<file path="src/design/cvf_pkg.sv">
// Shared types, widths and helpers for the canyon view factor pipeline.
package cvf_pkg;

  localparam int unsigned DimBits    = 18;  // height, width and threshold width
  localparam int unsigned OutBits    = 17;  // view factor field width
  localparam int unsigned NormBits   = 31;  // normalized dimension, top bit at 30
  localparam int unsigned SqBits     = 2 * NormBits;
  localparam int unsigned RadBits    = 64;  // radicand, padded to an even width
  localparam int unsigned RootBits   = RadBits / 2;
  localparam int unsigned SqRemBits  = RootBits + 2;
  localparam int unsigned DenBits    = RootBits + 1;
  localparam int unsigned SqrtSteps  = RootBits;
  localparam int unsigned LzBits     = 5;

  typedef enum logic [1:0] {
    ClassNonUrban   = 2'd0,
    ClassDegenerate = 2'd1,
    ClassRegular    = 2'd2
  } cell_class_e;

  typedef struct packed {
    logic               urban_flag;
    logic [DimBits-1:0] building_height;
    logic [DimBits-1:0] road_width;
  } in_item_t;

  typedef struct packed {
    logic [OutBits-1:0] wall_to_sky;
    logic [OutBits-1:0] wall_to_wall;
    logic [OutBits-1:0] wall_to_road;
    logic [OutBits-1:0] road_to_sky;
    logic [OutBits-1:0] road_to_wall;
    cell_class_e        cell_class;
  } out_item_t;

  // Sideband that rides along the square root chain.
  typedef struct packed {
    cell_class_e         cls;
    logic [NormBits-1:0] hn;
    logic [NormBits-1:0] wn;
  } sqrt_side_t;

  // Count of leading zeros in a dimension; a zero value gives an unused count.
  function automatic logic [LzBits-1:0] lead_zeros(logic [DimBits-1:0] v);
    logic [LzBits-1:0] lz;
    lz = '0;
    for (int i = 0; i < DimBits; i++) begin
      if (v[i]) begin
        lz = LzBits'(DimBits - 1 - i);
      end
    end
    return lz;
  endfunction

endpackage

</file>
<file path="src/design/cvf_div_cell.sv">
// One step of the restoring divider: shifts in one numerator bit, yields one quotient bit.
module cvf_div_cell #(
  parameter int unsigned QW = 17
) (
  input  logic                          clk_i,
  input  logic                          en_i,
  input  logic [cvf_pkg::DenBits-1:0]   den_i,
  input  logic [cvf_pkg::DenBits-1:0]   rem_i,
  input  logic                          nbit_i,
  input  logic [QW-1:0]                 q_i,
  output logic [cvf_pkg::DenBits-1:0]   den_o,
  output logic [cvf_pkg::DenBits-1:0]   rem_o,
  output logic [QW-1:0]                 q_o
);

  logic [cvf_pkg::DenBits:0]   r2, diff;
  logic                        take;
  logic [cvf_pkg::DenBits-1:0] den_q, rem_d, rem_q;
  logic [QW-1:0]               q_d, q_q;

  // Remainder stays below the divisor, so the shifted value fits one extra bit.
  always_comb begin
    r2    = {rem_i, nbit_i};
    diff  = r2 - {1'b0, den_i};
    take  = (r2 >= {1'b0, den_i});
    rem_d = take ? diff[cvf_pkg::DenBits-1:0] : r2[cvf_pkg::DenBits-1:0];
    q_d   = {q_i[QW-2:0], take};
  end

  always_ff @(posedge clk_i) begin
    if (en_i) begin
      den_q <= den_i;
      rem_q <= rem_d;
      q_q   <= q_d;
    end
  end

  assign den_o = den_q;
  assign rem_o = rem_q;
  assign q_o   = q_q;

endmodule

</file>
<file path="config.mk">
export PLATFORM = sky130hd
export DESIGN_NAME = cvf_div_cell
export DESIGN_NICKNAME = d
export VERILOG_FILES = /design/src/design/cvf_pkg.sv /design/src/design/cvf_div_cell.sv
export SDC_FILE = /design/constraint.sdc
export NUM_CORES = 1
export LEC_CHECK = 0
export BUFFER_PORTS_ARGS = -buffer_cell sky130_fd_sc_hd__buf_2
export CORE_UTILIZATION = 55
export DETAILED_ROUTE_END_ITERATION = 6
export PLACE_DENSITY = 0.95
export SLEW_MARGIN = 40
export SYNTH_ARGS = -nofsm -noshare
export SYNTH_HDL_FRONTEND = slang
export SYNTH_SLANG_ARGS = --single-unit
</file>
<file path="constraint.sdc">
create_clock -name clk_i -period 7.43 [get_ports clk_i]
set_input_delay 0.3715 -clock clk_i [delete_from_list [all_inputs] [get_ports clk_i]]
set_output_delay 0.3715 -clock clk_i [all_outputs]
set_load 0.1 [all_outputs]
</file>
==> results.toml <==
[drt]
detail-route-antenna-nets = 0
num_vias = 4025
drc_errors = 0
dr.first_iter.drc_count = 147
wirelength_um = 11800
post_drt_wl_per_cell_um = 16.28
firstDrtPassIters = 4
viasPerCell = 5.552

[finish]
num_antenna_cells = 0
syn_to_final_growth_pct = 20.51
final_common_cell = "buf_2"
fin_cells = 725
final_core_util_pct = 69.03
final_cell_mix = "buf_2 (166), edfxtp_1 (83), inv_1 (44)"
drive_gt1_share_pct = 37.28
nets = 732
fillCellCount = 673

[timing]
worst_pin_slew_ns = 0.7685
fin_crit_ns = 3.545
timing.final.hold_violations = 0
fmax_mhz = 282.1
tns_ns = 0
rsz0062_at_grt = "no"
drv_slew = 0
timing.slew.headroom_pct = 48.77
fin_crit_sh_pct = 47.71
setup_viol = 0

[synthesis]
ys_ff_latch = 83
synth_top_cell_by_area = "edfxtp_1"
seq_area_frac_synth_pct = 49.65
synth-main-ff-cell = "edfxtp_1"
synth.distinct_cells = 60
synthesis.nets = 569
synthArstFlopShare_pct = 0
avgSynthCellArea_sq_um = 11.18
synth_top_area_share_pct = 49.65
synth_edf_count = 83
postSynthCellCount = 449
yosys_warnings = 0
syn-cell-area_sq_mm = 0.005020
synthTopCellsByArea = "edfxtp_1 (50%), ha_1 (8.2%), o21ai_2 (3.5%), inv_1 (3.3%), a21oi_1 (3.2%)"

[floorplan]
initial_core_util_pct = 57.28
die_area_sq_mm = 0.009513
std_cell_rows = 34
boundaryPins = 169
die_h_um = 97.54
die_x_um = 97.54
core_sq_mm = 0.008763

[cts]
cts_made_buffers = 9
cts_max_path_buffers = 2
root_buffer = "clkbuf_8"
post_cts_buffers = 0
htree_levels = 3
cts-resized-gates = 0
clock_sinks = 83
hold_buffers = 0
cts_tree = "built"
clk_pin_slew_ns = 0.10

[placed_design]
place.gp.congestion = 0.8617
detailed_place_hpwl_um = 8976
placed_cells = 708
numPortBuffers = 167

[setup_path]
cp-end-kind = "register"
worst-path-max-fanout = 39
crit_path_start_kind = "primary input"
arrival_ns = 3.66
critPathKind = "in2reg"
crit_required_ns = 7.54

[grt]
grt_pass1_vias = 3989
grt_overflow_total = 0
grt_pass1_wl_um = 18930
gr-usage-all-layers_pct = 24.81
grt_max_degree = 84
grt_antenna_before_repair = 1

[power_and_ir_drop]
powerDensity_mw_per_mm2 = 260.9
peakVddDrop_uv = 112.4
p_leak_uw = 0.002695

[flow_run]
max_cap_violations = 0

[worst_hold_path]
hp-class = "in2reg"

[run_status]
outcome = "finished clean"
worst max-delay path, cell delays in order:
cell and delay, ns:
buf_2 0.10, inv_1 0.05, ha_1 0.14, inv_1 0.06, fa_1 0.41, a21o_1 0.24
a221oi_2 0.45, o21ai_2 0.14, a21boi_2 0.27, o31ai_2 0.17, a21oi_4 0.37, buf_4 0.51
mux2_4 0.35
report_power, final:
group / total, uW / switching [uW] / leakage, uW / internal (uW)
Sequential: 592 / 13.0 / 0.000811 / 579
Combinational: 686 / 543 / 0.00181 / 143
Clock: 300 / 176 / 0.0000755 / 124
synth_stat cells, types with 3 or more instances:
cell      instances
o31ai_1           4
nand2_1          42
nor3_1            4
nor2_1           14
a21oi_1          32
clkbuf_1          3
nand4_1           5
buf_6             5
nand2b_1          4
nor4_1            3
o21a_1            4
o21ai_1          13
nand3_1           6
o211ai_1          3
o21ai_2          20
inv_1            44
nor2b_1           3
and3_1            7
nand2_2          10
edfxtp_1         83
o21bai_1          6
xor2_1           13
a21o_1           12
ha_1             33
a31oi_1           3
xnor2_1          15
buf_2             6
o21ai_0          14
cell type report:
type	instances	area [sq um]	share of cell area, %
inverters	45	168.9	2.792
repair buffers	169	864.6	14.29
multi-input cells	304	2213	36.59
clock inverters	6	47.55	0.7859
flip-flops and latches	83	2492	41.20
clock buffers	10	127.6	2.110
well taps	108	135.1	2.234
worst paths after layout:
check	startpoint	end	slack, ns	cells past startpoint
setup / recovery	nbit_i	rem_o[1]	3.88	13
hold / removal	q_i[0]	q_o[1]	0.19	1
through the flow:
stage	cell area [sq um]	hold WS (ns)	total power [uW]	setup WS, ns
4_1_cts	6035	0.1770	1583	3.539
5_1_grt	6050	0.1627	1637	3.738
6_report	6050	0.1853	1578	3.885
2_1_floorplan	5020	0.4704	1171	4.620
3_3_place_gp	5856	0.5473	1275	3.200
3_5_place_dp	5859	0.5499	1285	3.154
registers in the layout, summed over array words and instances, names as in the netlist:
register,cells
den_o,33
q_o,17
rem_o,33
kinds of logic (layout without fill, tap and decap cells):
family / after synthesis / after routing / share of synthesized area (%)
AO/OA/AOI/OAI: 136 / 136 / 19.97
AND/OR/NAND/NOR: 105 / 105 / 10.32
flip-flops: 83 / 83 / 49.65
buffers and inverters: 62 / 230 / 6.256
adder cells (fa/ha/maj): 34 / 34 / 8.624
XOR/XNOR: 28 / 28 / 4.885
multiplexers: 1 / 1 / 0.2990
layer usage:
metal  vias to the layer above  routed length, um  global-route usage (%)
met1                      1865               4743                   29.43
met4                         2                126                   6.222
met3                        12                830                   5.396
li1                       1983                  -                       -
met5                         -                 13                       0
met2                       163               6086                   45.35
(Power assumes the default switching activity.)
