[config.mk]
export PLATFORM = sky130hd
export DESIGN_NAME = cvf_sqrt_cell
export DESIGN_NICKNAME = d
export VERILOG_FILES = /design/src/design/cvf_pkg.sv /design/src/design/cvf_sqrt_cell.sv
export SDC_FILE = /design/constraint.sdc
export NUM_CORES = 1
export LEC_CHECK = 0
export BUFFER_PORTS_ARGS = -buffer_cell sky130_fd_sc_hd__buf_2
export CORE_UTILIZATION = 44
export CTS_CLUSTER_DIAMETER = 60
export DETAILED_ROUTE_END_ITERATION = 10
export PLACE_DENSITY = 0.77
export SLEW_MARGIN = 20
export SYNTH_ARGS = -nofsm -noshare
export SYNTH_HDL_FRONTEND = slang
export SYNTH_SLANG_ARGS = --single-unit
[constraint.sdc]
create_clock -name clk_i -period 2.4 [get_ports clk_i]
set_clock_uncertainty 0.15 [all_clocks]
set_input_delay 0 -clock clk_i [delete_from_list [all_inputs] [get_ports clk_i]]
set_output_delay 0 -clock clk_i [all_outputs]
set_load 0.01 [all_outputs]
[src/design/cvf_pkg.sv]
// Shared types, widths and helpers for the canyon view factor pipeline.
package cvf_pkg;

  localparam int unsigned DimBits    = 18;  // height, width and threshold width
  localparam int unsigned OutBits    = 17;  // view factor field width
  localparam int unsigned NormBits   = 31;  // normalized dimension, top bit at 30
  localparam int unsigned SqBits     = 2 * NormBits;
  localparam int unsigned RadBits    = 64;  // radicand, padded to an even width
  localparam int unsigned RootBits   = RadBits / 2;
  localparam int unsigned SqRemBits  = RootBits + 2;
  localparam int unsigned DenBits    = RootBits + 1;
  localparam int unsigned SqrtSteps  = RootBits;
  localparam int unsigned LzBits     = 5;

  typedef enum logic [1:0] {
    ClassNonUrban   = 2'd0,
    ClassDegenerate = 2'd1,
    ClassRegular    = 2'd2
  } cell_class_e;

  typedef struct packed {
    logic               urban_flag;
    logic [DimBits-1:0] building_height;
    logic [DimBits-1:0] road_width;
  } in_item_t;

  typedef struct packed {
    logic [OutBits-1:0] wall_to_sky;
    logic [OutBits-1:0] wall_to_wall;
    logic [OutBits-1:0] wall_to_road;
    logic [OutBits-1:0] road_to_sky;
    logic [OutBits-1:0] road_to_wall;
    cell_class_e        cell_class;
  } out_item_t;

  // Sideband that rides along the square root chain.
  typedef struct packed {
    cell_class_e         cls;
    logic [NormBits-1:0] hn;
    logic [NormBits-1:0] wn;
  } sqrt_side_t;

  // Count of leading zeros in a dimension; a zero value gives an unused count.
  function automatic logic [LzBits-1:0] lead_zeros(logic [DimBits-1:0] v);
    logic [LzBits-1:0] lz;
    lz = '0;
    for (int i = 0; i < DimBits; i++) begin
      if (v[i]) begin
        lz = LzBits'(DimBits - 1 - i);
      end
    end
    return lz;
  endfunction

endpackage

[src/design/cvf_sqrt_cell.sv]
// One step of the restoring square root: consumes two radicand bits, yields one root bit.
module cvf_sqrt_cell (
  input  logic                           clk_i,
  input  logic                           en_i,
  input  logic [cvf_pkg::RadBits-1:0]    rad_i,
  input  logic [cvf_pkg::SqRemBits-1:0]  rem_i,
  input  logic [cvf_pkg::RootBits-1:0]   root_i,
  output logic [cvf_pkg::RadBits-1:0]    rad_o,
  output logic [cvf_pkg::SqRemBits-1:0]  rem_o,
  output logic [cvf_pkg::RootBits-1:0]   root_o
);

  localparam int unsigned ExtBits = cvf_pkg::SqRemBits + 2;

  logic [cvf_pkg::RadBits-1:0]   rad_d, rad_q;
  logic [cvf_pkg::SqRemBits-1:0] rem_d, rem_q;
  logic [cvf_pkg::RootBits-1:0]  root_d, root_q;
  logic [ExtBits-1:0]            rem_ext, trial, diff;
  logic                          take;

  always_comb begin
    rem_ext = {rem_i, rad_i[cvf_pkg::RadBits-1 -: 2]};
    trial   = {2'b00, root_i, 2'b01};
    diff    = rem_ext - trial;
    take    = (rem_ext >= trial);
    rem_d   = take ? diff[cvf_pkg::SqRemBits-1:0] : rem_ext[cvf_pkg::SqRemBits-1:0];
    root_d  = {root_i[cvf_pkg::RootBits-2:0], take};
    rad_d   = {rad_i[cvf_pkg::RadBits-3:0], 2'b00};
  end

  always_ff @(posedge clk_i) begin
    if (en_i) begin
      rad_q  <= rad_d;
      rem_q  <= rem_d;
      root_q <= root_d;
    end
  end

  assign rad_o  = rad_q;
  assign rem_o  = rem_q;
  assign root_o = root_q;

endmodule

==> results.ini <==
[status]
status=finished, final reports clean

[logic_synthesis]
ys_seq_area_share_pct=60.9
synthArstFlopShare_pct=0
synthCells=507
yosys.area.top_type=edfxtp_1
synth_flop_cell=edfxtp_1
synth-seq-cells=128
ys_top_cells_by_area=edfxtp_1 61%, ha_1 6.7%, nand2_1 3.4%, o21ai_0 3.2%, inv_1 2.5%
synth_edf_count=128
syn-mean-instance-area_um2=12.5
yosys_warnings=0
synth_cell_type_count=62
synth_top_area_share_pct=60.9
syn_area_mm2=0.00631

[layout]
nets=1151
final_common_cell=buf_2
final_util_pct=74.8
drive_above_1_share_pct=40.9
area_growth_pct=65.1
layout.cells.non_filler=1180
final_cell_mix=258 x buf_2, 131 x dlygate4sd3_1, 128 x edfxtp_1

[detailed_routing]
routedWlPerCell_um=16.9
drt_iter0_drc=290
drc=0
vias=5839
wl_mm=19.9
antenna_left=0
avgViaCountPerCell=4.95
drt_first_pass_iters=5

[clock_tree]
cts_root_buf=clkbuf_16
cts_tree=built
clk_pin_slew_worst_paths_ns=0.06
htreeDepth=4
clkSinkCount=128
clock_path_buffers=2
numCtsBuffers=17

[flow_run]
cap_violations=0

[floorplanning]
initial_core_util_pct=45.3
ios=262
die_y_um=122
die_x_um=122
coreArea_mm2=0.0139
die_area_mm2=0.0148
rows=43

[place]
io_buffers=259
hpwl_mm=12.9
placed_cells=1011
place_congestion=0.853

[timing]
setup_viol=0
fin_crit_sh_pct=98.9
fmax_mhz=421
hold_viol_final=0
final_max_slew_viol_count=0
finalCriticalPeriod_ns=2.37

[global_routing]
grt-ovfl-total=0
grt_max_degree=64
grt_pass1_wl_mm=29.9
gr-usage-all-layers_pct=26.7
antenna_found_initial=2
grt_pass1_vias=6077

[power_and_ir_drop]
cellLeakagePower_nw=4.71
cellPowerDensity_mw_per_mm2=677
ir_drop_v=0.000413

[worst_setup_path]
worstSetupPathType=input pin to flop
cp_max_fo=20
cp-start-kind=input pin
worstPathArrival_ns=2.40
end_kind=flop
crit_required_ns=2.42

[hold_path]
holdCritStartpoint=rad_i[63]
worstHoldEndpoint=rem_o[3]
hold_class=input pin to flop
whs_path_depth=5

synthesized netlist by cell type (10+ instances only):
library cell / number
nand2_1: 58
nor3_1: 10
edfxtp_1: 128
ha_1: 34
xnor2_1: 14
o21ai_0: 41
a21oi_1: 28
inv_1: 42
a21o_1: 19
xor2_1: 13
nor2_1: 18
power breakdown:
part	total, W	switching [W]	internal (W)	leakage [nW]
logic	0.00158	0.000793	0.000790	3.17
registers	0.00280	0.0000639	0.00274	1.25
clock network	0.00268	0.00102	0.00165	0.289
flip-flops by register name, indices dropped and copies added (netlist names):
register,count
rem_o,34
rad_o,62
root_o,32
stage by stage:
step	setup slack, ns	power, W	hold WS, ns	area, µm²	TNS (ns)
final	0.0253	0.00706	0.0398	10400	0
after global routing	-0.0432	0.00733	0.0809	10400	-0.0609
after floorplan	0.00728	0.00352	-0.0511	6320	0
after detailed placement	-0.257	0.00419	0.0282	8400	-6.36
after CTS	0.00803	0.00703	0.00195	10300	0
after global placement	-0.219	0.00416	0.0265	8400	-5.39
cell type report:
class	count	area, µm²
Sequential cell	128	3840
Antenna cell	2	5.00
Clock buffer	18	429
Timing Repair Buffer	474	3290
Clock inverter	14	181
Inverter	43	163
Tap cell	180	225
Fill cell	877	3510
Multi-Input combinational cell	321	2280
worst max-delay path by stage:
| stage | from | end | slack, ns | cells after the start |
|---|---|---|---|---|
| finish | root_i[23] | rem_o[26] | 0.03 | 13 |
| floorplan | root_i[9] | rem_o[27] | 0.007 | 10 |
| detailed placement | root_i[0] | rem_o[14] | -0.26 | 12 |
| global placement | rem_i[0] | rem_o[28] | -0.22 | 12 |
| global route | root_i[23] | rem_o[26] | -0.04 | 13 |
| CTS | rem_i[23] | rem_o[26] | 0.008 | 12 |
kinds of logic after synthesis:
family / Yosys count / share of synthesized area (%)
AO/OA/AOI/OAI: 133 / 14.8
XOR/XNOR: 27 / 3.74
adder cells (fa/ha/maj): 34 / 6.74
buffers and inverters: 59 / 4.08
flip-flops: 128 / 60.9
multiplexers: 5 / 0.872
other: 1 / 0.0594
AND/OR/NAND/NOR: 120 / 8.88
worst max-delay path, cell delays in order:
cell	delay (ns)
dlygate4sd3_1	0.53
buf_2	0.12
inv_1	0.06
ha_4	0.27
nand2_1	0.06
nor2_2	0.15
nand3_2	0.12
o311ai_2	0.23
a211oi_1	0.08
o21a_2	0.25
buf_12	0.17
and2_2	0.19
a31o_1	0.18
per-layer routing:
metal,routed length [µm],global-route usage (%),vias to the layer above
li1,-,-,2826
met1,7700,28.9,2752
met2,10600,49.9,226
met3,1150,5.52,35
met4,448,11.7,0
met5,0,0,-
timing repair:
action,4_1_cts,5_1_grt
hold buffers,131,0
hold endpoints to repair,160,0
setup buffers,0,4
resized for setup,0,16
setup endpoints to repair,0,28
Power figures use the tool's default switching activity.
